===== config.mk =====
export PLATFORM = sky130hd
export DESIGN_NAME = kms_ram
export DESIGN_NICKNAME = d
export VERILOG_FILES = /design/src/sv/kms_ram.sv
export SDC_FILE = /design/constraint.sdc
export NUM_CORES = 2
export LEC_CHECK = 0
export BUFFER_PORTS_ARGS = -buffer_cell sky130_fd_sc_hd__buf_2
export CAP_MARGIN = 0
export CORE_ASPECT_RATIO = 1.1
export CORE_MARGIN = 2
export CORE_UTILIZATION = 65
export DETAILED_ROUTE_END_ITERATION = 6
export PLACE_DENSITY = 0.81
export SETUP_SLACK_MARGIN = 0.2
export SLEW_MARGIN = 10
export SYNTH_ARGS = -nofsm -noshare
export SYNTH_HDL_FRONTEND = slang
export SYNTH_SLANG_ARGS = --single-unit

===== constraint.sdc =====
create_clock -name clk -period 6.72 [get_ports clk]
set_input_delay 1.68 -clock clk [delete_from_list [all_inputs] [get_ports clk]]
set_output_delay 1.68 -clock clk [all_outputs]
set_load 0.02 [all_outputs]

===== src/sv/kms_ram.sv =====
module kms_ram #(
	parameter int DEPTH = 64,
	parameter int WIDTH = 32
) (
	input  logic                     clk,
	input  logic                     we,
	input  logic [$clog2(DEPTH)-1:0] waddr,
	input  logic [WIDTH-1:0]         wdata,
	input  logic                     re,
	input  logic [$clog2(DEPTH)-1:0] raddr,
	output logic [WIDTH-1:0]         rdata
);

	logic [WIDTH-1:0] mem [DEPTH];

	always_ff @(posedge clk) begin
		if (we) begin
			mem[waddr] <= wdata;
		end
		if (re) begin
			rdata <= mem[raddr];
		end
	end

endmodule


## After elaboration in Yosys (flattened, before gate mapping)

Memories as Yosys holds them, arrays and structs flattened. A register that Yosys moved wholly into a read port is not among the register bits.
Index checks and enable logic that the tools add are counted.
Widths: inputs -> output; s select.

| storage, ports and cells | value |
|---|---|
| output and inout bits | 32 |
| word-level logic and storage cells | 3 |
| RAM bits | 2,048 |
| memory bits (read-only) | 0 |
| input port bits | 47 |
| bits in latches | 0 |
| register bits | 0 |
| memories | 1 |

Memories:

| memory | depth | width | rd ports | clocked after memory_dff | write ports | RTL line | source |
|---|---|---|---|---|---|---|---|
| mem | 64 | 32 | 1 | 1 | 1 | 14 | `logic [WIDTH-1:0] mem [DEPTH];` |

| operators by class | value |
|---|---|
| equal/unequal tests | 0 |
| mux-type cells | 2 |
| magnitude comparators | 0 |
| bitwise logic cells | 0 |
| multiply operators | 0 |
| reductions and logical operators | 0 |
| shifts and indexed selects | 0 |
| divide/modulo/power cells | 0 |
| add/subtract/negate cells | 0 |

Operators by type and width:

| kind | count |
|---|---|
| $mux 1 | 2 |

## Depth between registers and ports, before layout

| logic depth | value |
|---|---|
| depth after elaboration | 2 |
| depth in mapped cells | 10 |
| gate-level depth less buffers | 5 |

## Worst setup path after synthesis

Ideal clock, no wire load.

| timing | value |
|---|---|
| path kind | input -> register |
| from | input port waddr[3] |
| to | memory mem[48][0], enable pin |
| setup time | 0.461 ns |
| buffers on the path | 1 |
| stages | 4 |
| arrival | 4.379 ns |
| setup slack | 1.880 ns |
| data required time | 6.259 ns |
| cell sequence | clkbuf_1 nor2b_1 nand4b_1 nor3_1 |

RTL lines:

| what | RTL line | source |
|---|---|---|
| from (decl) | 7 | `input logic [$clog2(DEPTH)-1:0] waddr,` |
| to (decl) | 14 |  |

No word-level cell before the write port.

==> impl_metrics.yaml <==
run_status:
  outcome: "finished, violations left"
  violations: "design-rule violations"
power_and_ir_drop:
  swShare_pct: 21.6
  switchingPower_mw: 5.79
  power.leakage_nw: 27.4
  power_density_mw_per_mm2: 304
  pwr-share-comb_pct: 5.3
  p_int_mw: 21.0
  clock_power_share_pct: 40.8
  ir_drop_v: 0.000251
  p_seq_share_pct: 53.9
die:
  num_io_pins: 79
  rows: 134
  initial_core_util_pct: 65.2
  core_mm2: 0.121
  fp.dieH_um: 369
  dieArea_mm2: 0.124
  die_x_um: 336
worst_setup_path:
  slowest_delay_ns: 0.76
  cp_slowest_cell: "o22ai_1"
  crit_required_ns: 7.21
  crit_family: "buffers and inverters"
  cp-start-kind: "input port"
  critPathKind: "input port to register"
  worstSetupEndpointType: "register"
  crit_top_cell: "mux4_2"
  critical_path.cell_chain: "buf_8, buf_12, mux4_2, mux4_2, o22ai_1, nor2_1"
  cp.buffers_inverters: 2
  crit_cells: 6
  cp_max_fo: 84
  crit_arrival_ns: 5.34
  reg2regPathDepth: 4
clock_network:
  cts_setup_buffers: 0
  cts_tree: "yes"
  clockBufferDepth: 3
  cts_made_buffers: 190
  insertion_delay_ns: 0.82
  htree_num_levels: 4
  cts_root_buf: "clkbuf_16"
  cts_resized: 0
  holdBufCountCts: 0
  path_clk_slew_ns: 0.07
  cts_sinks: 2080
sta:
  setup_violations: 0
  rsz0062_at_grt: "false"
  skew_ns: 0.0303
  fin_crit_ns: 4.85
  fmax_ghz: 0.206
  slew-limit-headroom_pct: 11.2
  fin_crit_sh_pct: 72.2
  slew_violations: 0
  tns_ns: 0
  hold_viol_final: 0
  hold-worst-slack_ns: 0.926
  worst_slew_pin_slew_ns: 1.33
route:
  drt_iter0_drc: 7284
  via_count: 39900
  drt_pass1_iterations: 7
  wire_per_inst_um: 41.5
  ant_nets: 0
  wirelength_um: 221000
  routed_via_density: 7.50
  drc: 10
logic_synthesis:
  synth-main-ff-cell: "edfxtp_1"
  synth_edf_count: 2080
  synth_cell_type_count: 33
  ys_warn_count: 0
  avgSynthCellArea_um2: 23.7
  synth.net_count: 3371
  synthTopCellsByArea: "edfxtp_1 (79%), mux4_2 (16%), mux2i_1 (1.2%)"
  syn-instance-count: 3324
  async_reset_ff_share_pct: 0
  synth_top_area_cell: "edfxtp_1"
  synth-seq-cells: 2080
  synth_top_area_share_pct: 79.2
  syn_area_mm2: 0.0788
  ys_seq_area_share_pct: 79.2
global_routing:
  grt_util_all_layers_pct: 36.6
  grt_pass1_wl_um: 309000
  antenna_found_initial: 21
  overflow: 0
  grt_max_degree: 117
  grt_pass1_vias: 40500
place:
  hpwl_um: 109000
  port_buffers: 78
  dp.cells: 4970
  placedInstanceArea_mm2: 0.0819
  globalplace.congestion: 0.887
cells_and_area:
  syn2layout_area_growth_pct: 11.9
  fin_cells: 5323
  final_layout_size_suffix_gt1_share_pct: 29.4
  finalNetCount: 3578
  n_fill_cell: 6077
  postLayoutCellArea_mm2: 0.0882
hold_path:
  min_path_cells: 4
  min_path_type: "register to register"
job:
  maxCapViolCount: 0
-- stage by stage --
| stage | utilization, % | setup slack [ns] | power, mW |
|---|---|---|---|
| global placement | 67.8 | 1.49 | 16.0 |
| detailed placement | 67.8 | 1.34 | 16.0 |
| CTS | 72.9 | 2.13 | 26.8 |
| global route | 72.9 | 1.85 | 27.2 |
| floorplan | - | 1.88 | 15.4 |
| finish | 73.0 | 1.87 | 26.8 |
-- cells in the mapped netlist (3+ instances only) --
library cell	number
nand2_1	26
a22oi_1	12
nand2b_1	8
or3_1	3
nor2b_1	15
o32ai_1	4
a21oi_1	62
o22ai_1	84
buf_1	21
a311oi_1	8
mux4_2	544
nand3_1	5
nand3b_1	5
nor2_1	137
buf_4	25
o221ai_1	27
nor3_1	7
clkbuf_1	74
buf_2	57
and3_1	4
or3b_2	3
edfxtp_1	2080
buf_6	5
a41o_1	4
mux2i_1	93
-- power groups by stage --
stage	registers (mW)	clock network, mW	logic [mW]
after global routing	14.4	11.4	1.44
after CTS	14.5	10.9	1.37
after global placement	14.7	0	1.28
after floorplan	14.7	0	0.699
final	14.4	10.9	1.41
after detailed placement	14.7	0	1.33
-- worst reg2reg max path, delay by kind of cell (launching register included) --
family	cells	cell delay, ns
simple gates	1	0.25
mux	2	1.05
flops	1	0.42
compound gates	1	0.78
-- cells by family (layout without fill, tap and decap cells) --
group	Yosys count	in the layout	synth area share, %
DFF	2080	2080	79.2
other	0	7	0
muxes	637	637	16.7
buffers and inverters	182	542	1.12
and+or+nand+nor	223	223	1.26
AOI/OAI and AO/OA	202	202	1.67
-- registers in the layout, indices dropped and copies added, names as in the netlist --
name   flops
mem     2048
rdata     32
-- area by class of cell --
| type | count | area (um^2) | share of cell area, % |
|---|---|---|---|
| tap | 1632 | 2040 | 2.32 |
| timing repair buffer | 197 | 1520 | 1.72 |
| antenna | 7 | 17.5 | 0.0199 |
| sequential | 2080 | 62500 | 70.8 |
| clock buffer | 227 | 5040 | 5.72 |
| multi-input combinational | 1062 | 16000 | 18.1 |
| clock inverter | 118 | 1120 | 1.28 |
-- final timing paths --
check        slack, ns        start   endpoint
max reg2reg       3.92  mem[16][15]  rdata[15]
max               1.87     raddr[0]   rdata[9]
min reg2reg       0.93  mem[28][20]  rdata[20]
min               0.93  mem[28][20]  rdata[20]
-- metal layers --
metal / global-route usage, % / routed length (um) / vias up
met5: 0.946 / 287 / -
met2: 57.4 / 106000 / 3821
li1: - / - / 14700
met1: 46.2 / 67400 / 20500
met3: 10.7 / 30800 / 848
met4: 21.5 / 16300 / 22
-- cells in the final DEF, fill, tap and decap left out, types with 5 or more instances in the layout --
master / n
edfxtp_1: 2080
mux4_2: 544
clkbuf_16: 197
buf_4: 123
mux2i_1: 93
o22ai_1: 84
nor2_1: 74
a21oi_1: 62
nor2_4: 62
buf_2: 58
clkinv_1: 44
clkinv_2: 37
clkbuf_1: 30
o221ai_1: 27
nand2_1: 25
bufinv_16: 21
nor2b_1: 14
buf_12: 13
a22oi_1: 12
clkinvlp_4: 9
nand2b_1: 8
a311oi_1: 8
diode_2: 7
nand3b_1: 5
nor3_1: 5
nand3_1: 5
No activity file was read; power rests on OpenSTA's default activity.
