**src/sv/kms_pkg.sv**
```systemverilog
package kms_pkg;

	localparam int MAX_HASHES = 64;
	localparam int MAX_KMER   = 32;
	localparam int HIDX_W     = $clog2(MAX_HASHES);
	localparam int KLEN_W     = 6;
	localparam int HCNT_W     = 7;
	localparam int CFG_W      = 7;
	localparam int WIN_W      = MAX_KMER * 8;
	localparam int NBLK       = (MAX_KMER + 3) / 4;
	localparam int BLK_W      = (NBLK > 1) ? $clog2(NBLK) : 1;
	localparam int BCNT_W     = $clog2(NBLK + 3);

	localparam logic [31:0] MIX_C1 = 32'hcc9e2d51;
	localparam logic [31:0] MIX_C2 = 32'h1b873593;
	localparam logic [31:0] RND_C  = 32'he6546b64;
	localparam logic [31:0] FIN_C1 = 32'h85ebca6b;
	localparam logic [31:0] FIN_C2 = 32'hc2b2ae35;

	localparam logic [1:0] KIND_SEED   = 2'd0;
	localparam logic [1:0] KIND_BYTE   = 2'd1;
	localparam logic [1:0] KIND_END    = 2'd2;
	localparam logic [1:0] KIND_UNUSED = 2'd3;

	localparam logic CFG_KMER_LEN   = 1'b0;
	localparam logic CFG_HASH_COUNT = 1'b1;

	typedef struct packed {
		logic [1:0]  kind;
		logic [5:0]  seed_index;
		logic [31:0] seed_value;
		logic [7:0]  symbol;
	} in_item_t;

	typedef struct packed {
		logic [5:0]  hash_index;
		logic [31:0] min_hash;
		logic        last_word;
	} out_item_t;

	typedef struct packed {
		logic             vld;
		logic [BLK_W-1:0] idx;
		logic [31:0]      word;
	} mix_req_t;

	function automatic logic [31:0] rotl32(input logic [31:0] x, input int r);
		rotl32 = (x << r) | (x >> (32 - r));
	endfunction

endpackage

```
**src/sv/kms_block_mix.sv**
```systemverilog
module kms_block_mix (
	input  logic              clk,
	input  logic              arst_n,
	input  kms_pkg::mix_req_t req,
	output kms_pkg::mix_req_t rsp
);
	import kms_pkg::*;

	logic             vld_s1, vld_s2;
	logic [BLK_W-1:0] idx_s1, idx_s2;
	logic [31:0]      p_s1, m_s2;

	always_ff @(posedge clk or negedge arst_n) begin
		if (!arst_n) begin
			vld_s1 <= 1'b0;
			vld_s2 <= 1'b0;
		end else begin
			vld_s1 <= req.vld;
			vld_s2 <= vld_s1;
		end
	end

	always_ff @(posedge clk) begin
		idx_s1 <= req.idx;
		p_s1   <= req.word * MIX_C1;
		idx_s2 <= idx_s1;
		m_s2   <= rotl32(p_s1, 15) * MIX_C2;
	end

	assign rsp.vld  = vld_s2;
	assign rsp.idx  = idx_s2;
	assign rsp.word = m_s2;

endmodule

```
**config.mk**
```make
export PLATFORM = sky130hd
export DESIGN_NAME = kms_block_mix
export DESIGN_NICKNAME = d
export VERILOG_FILES = /design/src/sv/kms_pkg.sv /design/src/sv/kms_block_mix.sv
export SDC_FILE = /design/constraint.sdc
export NUM_CORES = 1
export LEC_CHECK = 0
export BUFFER_PORTS_ARGS = -buffer_cell sky130_fd_sc_hd__buf_4
export CORE_ASPECT_RATIO = 1.2
export CORE_UTILIZATION = 44
export CTS_CLUSTER_SIZE = 12
export DETAILED_ROUTE_END_ITERATION = 10
export PLACE_DENSITY = 0.69
export SLEW_MARGIN = 15
export SYNTH_ARGS = -nofsm -noshare
export SYNTH_HDL_FRONTEND = slang
export SYNTH_SLANG_ARGS = --single-unit
export TNS_END_PERCENT = 30
```
**constraint.sdc**
```tcl
create_clock -name clk -period 7 [get_ports clk]
set_clock_uncertainty 0.2 [all_clocks]
set_input_delay 2.1 -clock clk [delete_from_list [all_inputs] [get_ports clk]]
set_output_delay 2.1 -clock clk [all_outputs]
set_load 0.02 [all_outputs]
```
**Word-level counts from Yosys, hierarchy flattened**

Cells that the tools add are included.

- Flip-flop bits (word level): 72
- Input port bits: 38
- Output and inout port bits: 36
- Logic and storage cells: 9

- $mul: 2
- Bitwise logic cells: 1

Operators with widths:

| kind | number |
|---|---|
| multiplier 32 x 29 -> 32 bit, second input constant | 1 |
| multiplier 32 x 31 -> 32 bit, second input constant | 1 |
| bitwise OR 32 x 15 -> 32 bit | 1 |

**Longest topological paths before layout**

- Depth after elaboration: 2
- Depth in mapped cells: 25
- Depth with buffers taken out: 24

**Worst setup path before layout**

No wires, ideal clock.

- Path type: in2reg
- Start: input req[7] (netlist name)
- End: register p_s1[29]
- Library setup time: 0.095 ns
- Data arrival time: 7.235 ns
- Data required time: 6.705 ns
- Path slack: -0.530 ns
- Stages on the path: 22
- Buffers on the path: 0
- Cells stage by stage: ha_1 > xor2_1 > ha_1 > a21o_1 > fa_1 > inv_1 > fa_1 > fa_1 > inv_1 > fa_1 > inv_1 > fa_1 > inv_1 > ha_1 > ha_1 > o21ai_1 > a21boi_1 > nand4_1 > o21ai_1 > a211oi_2 > o21a_1 > o311ai_1

- Word-level cells in the longest chain between the ends: 1

Ends and longest elaborated chain:

| item | RTL line | source |
|---|---|---|
| start, declared | kms_block_mix.sv:4 | `input kms_pkg::mix_req_t req,` |
| multiplier 32 x 31 -> 32 bit | kms_block_mix.sv:25 | `p_s1 <= req.word * MIX_C1;` |
| end signal, assigned | kms_block_mix.sv:25 |  |
| end, declared | kms_block_mix.sv:11 | `logic [31:0] p_s1, m_s2;` |

No other way between the ends.

**Worst setup path in the final report**

- Start: input req[13] (netlist name)
- End: register p_s1[30]

The elaborated chain is that of the path after synthesis.

==> key figures <==
Layout
  – Multi-input gate area: 0.0147 mm²
  – Share of post-route cells with drive strength above 1: 17.4%
  – Area grow syn2layout: 18.8%
  – Final Non-Filler Cells: 2590
  – Nets: 2808
  – Layout fillers: 3510
  – Ant diodes: 0
  – Reg area: 0.00145 mm²

Die
  – I/O pins: 74
  – Initial Util: 44.9%
  – Die width: 186 µm
  – Die Span Y: 223 µm
  – FP Rows: 80
  – Die area: 0.0415 mm²
  – Total core area: 0.0399 mm²

STA
  – Hold slack final: 127 ps
  – Max_slew headroom: 62.6%
  – Tmin final: 7200 ps
  – Final-report hold violation count: 0
  – Fin. max-slew vios: 0
  – Post-route setup slack: -199 ps
  – Worst-Margin Slew: 547 ps
  – Setup violators final: 7
  – Max Freq: 139 MHz
  – RSZ-0062 raised after global routing: yes
  – Final worst-path cycle share: 103%
  – Fin Setup TNS: -643 ps

Hold path
  – Hold_sp: idx_s1[1]
  – Worst Hold End: idx_s2[1]
  – Hold depth: 0
  – Worst Hold Class: flip-flop to flip-flop

Setup path
  – Slowest CP cell: fa_1
  – Worst reg-to-reg setup slack: 290 ps
  – CP Class: input port to flip-flop
  – Worst EP arrival: 7230 ps
  – Critical Path Max Stage Delay: 520 ps
  – Reg2reg start: p_s1[23]
  – Cells along the critical path: buf_12 > ha_4 > fa_1 > inv_1 > fa_1 > inv_1 > fa_1 > inv_2 > fa_1 > inv_1 > fa_1 > inv_2 > fa_1 > inv_2 > ha_4 > ha_4 > a2111o_1 > nor3_1 > o211ai_1 > nand3_1 > a211o_1 > o2111ai_2
  – Cell family contributing the most delay on the critical path: adder cells
  – Crit. End Element: flip-flop
  – CP Max Fanout: 6
  – WP buf/inv: 7
  – CP required: 7030 ps
  – R2R cell count: 23
  – Reg2Reg Capture Point: m_s2[31]
  – Most used cell, CP: fa_1
  – Critical Path Source Type: input port

Yosys
  – Cell accounting for the most synthesized area: fa_1
  – Compound-Gate Fraction of Synth Area: 6.30%
  – Synth top area share: 36.1%
  – Mux cell area share after synthesis: 0.0559%
  – Synth Area per Inst: 10.0 µm²
  – EDFF count, synth: 0
  – Post-synth ARST share: 2.78%
  – Synth Cell Area: 0.0179 mm²
  – Synth cell types: 67
  – Simple-gate share of the synthesized area: 3.36%
  – Most common cell in the netlist: inv_1
  – Post-Synth XOR/XNOR Area: 5.91%
  – FF+latch count, synth: 72
  – Syn_nets: 2544
  – Sequential share of the synthesized area: 8.10%
  – Ys flop type: dfxtp_1
  – Yosys warning count: 0
  – Adder-cell share of the synthesized area: 63.7%
  – Cells after Synth: 1788
  – Post-synth top cells: inv_1 (592), ha_1 (395), fa_1 (323)
  – Top cells by area, synth: fa_1 (36%), ha_1 (28%), inv_1 (12%), dfxtp_1 (7.8%), xnor2_1 (4.4%)
  – Combinational family with the most area after synthesis: adder cells

GRT
  – Vias in the first global route: 14100
  – Antenna violations before repair: 0
  – Remaining Overflow, GRT: 0
  – Largest net degree at the start of global routing: 13
  – Gr usage total: 22.0%
  – Global-route wire length before repair: 69.6 mm

Clock tree
  – Clock buffer depth: 2
  – Later-pin clock latency in the skew report: 370 ps
  – Register clock-pin slew on the reported worst setup and hold paths: 60 ps
  – CTS buffer count: 9
  – H-tree depth: 3
  – Clk root buf: clkbuf_16
  – CTS tree: built
  – Clock sinks: 72

Placement
  – Dpl cells: 2572
  – Post-DP HPWL: 39.1 mm
  – Port Buf Inserts: 73
  – Placer Congestion: 0.955

Route
  – 1st-pass router iterations: 4
  – Initial DRC count: 371
  – DRT Wirelength: 42.6 mm
  – Detailed-route DRC error count: 0
  – WL/cell: 16.5 µm
  – Via density: 4.80
  – Routed vias: 12400
  – Final ANT Viol Nets: 0

Job
  – # Max-Cap Violations: 0

Status
  – Status: finished, violations left
  – Failing checks: setup timing
worst max-delay path by stage:
stage	from	slack, ps	endpoint	cells past startpoint
floorplan	req[9]	-260	p_s1[31]	20
global placement	req[7]	-600	p_s1[31]	22
detailed placement	req[8]	-760	p_s1[31]	21
CTS	req[11]	-200	p_s1[30]	18
global route	req[2]	-400	p_s1[30]	22
finish	req[13]	-200	p_s1[30]	22
placed cells by master, fill, tap and decap left out, types with 3 or more instances in the layout:
cell type,instances
ha_1,364
a31oi_1,6
fa_2,4
o21ai_0,19
a21oi_2,9
o21ai_2,3
o2111ai_1,4
or3_1,4
nor3_1,13
a21oi_1,33
o21ai_1,8
and2_1,7
and3_1,6
a21o_1,22
nand3_1,12
dfxtp_1,70
fa_1,319
o21a_1,6
a211oi_2,4
o21bai_1,4
clkbuf_1,3
buf_4,253
o211ai_1,5
inv_1,583
ha_4,25
xor2_1,28
inv_2,9
ha_2,6
clkbuf_16,9
nand4_1,6
nor2_1,27
nand2_1,30
xnor2_1,89
nand2b_1,6
cell type report:
cell class	instances	area share, %
multi-input cells	1117	68.8
clock inverters	4	0.259
inverters	593	10.5
repair buffers	259	9.36
clock buffers	12	1.11
flip-flops and latches	72	6.82
well taps	533	3.13
what timing repair did:
| action | in CTS | in global routing |
|---|---|---|
| pin swaps | 19 | 13 |
| setup endpoints to repair | 9 | 13 |
| resized for setup | 30 | 27 |
| setup buffers | 1 | 1 |
| hold buffers | 0 | 0 |
sequential cells by signal, summed over array words and instances (netlist names):
register  count
idx_s1        3
idx_s2        3
m_s2         32
p_s1         32
vld_s1        1
vld_s2        1
metrics by stage:
stage                     worst slack, ps  instance area (µm²)  utilization [%]
after floorplan                      -256                18100                -
after global placement               -599                20700             51.7
after detailed placement             -761                20700             51.7
after CTS                            -196                21100             53.0
after global routing                 -405                21300             53.3
final                                -199                21300             53.3
cells by family after synthesis:
kind of cell | count (synthesis)
fa+ha+maj | 718
buf+inv | 599
compound gates | 155
simple gates | 122
xor+xnor | 121
flops | 72
mux | 1
per-layer routing:
layer / track usage [%] / routed length [µm] / up-vias
li1: - / - / 5991
met1: 24.8 / 17100 / 6201
met2: 41.7 / 23100 / 170
met3: 1.80 / 722 / 82
met4: 9.12 / 1700 / 0
met5: 0 / 0 / -
Power is not shown: default switching activity piles up to over one toggle a cycle in this logic, so the estimate is an artifact.
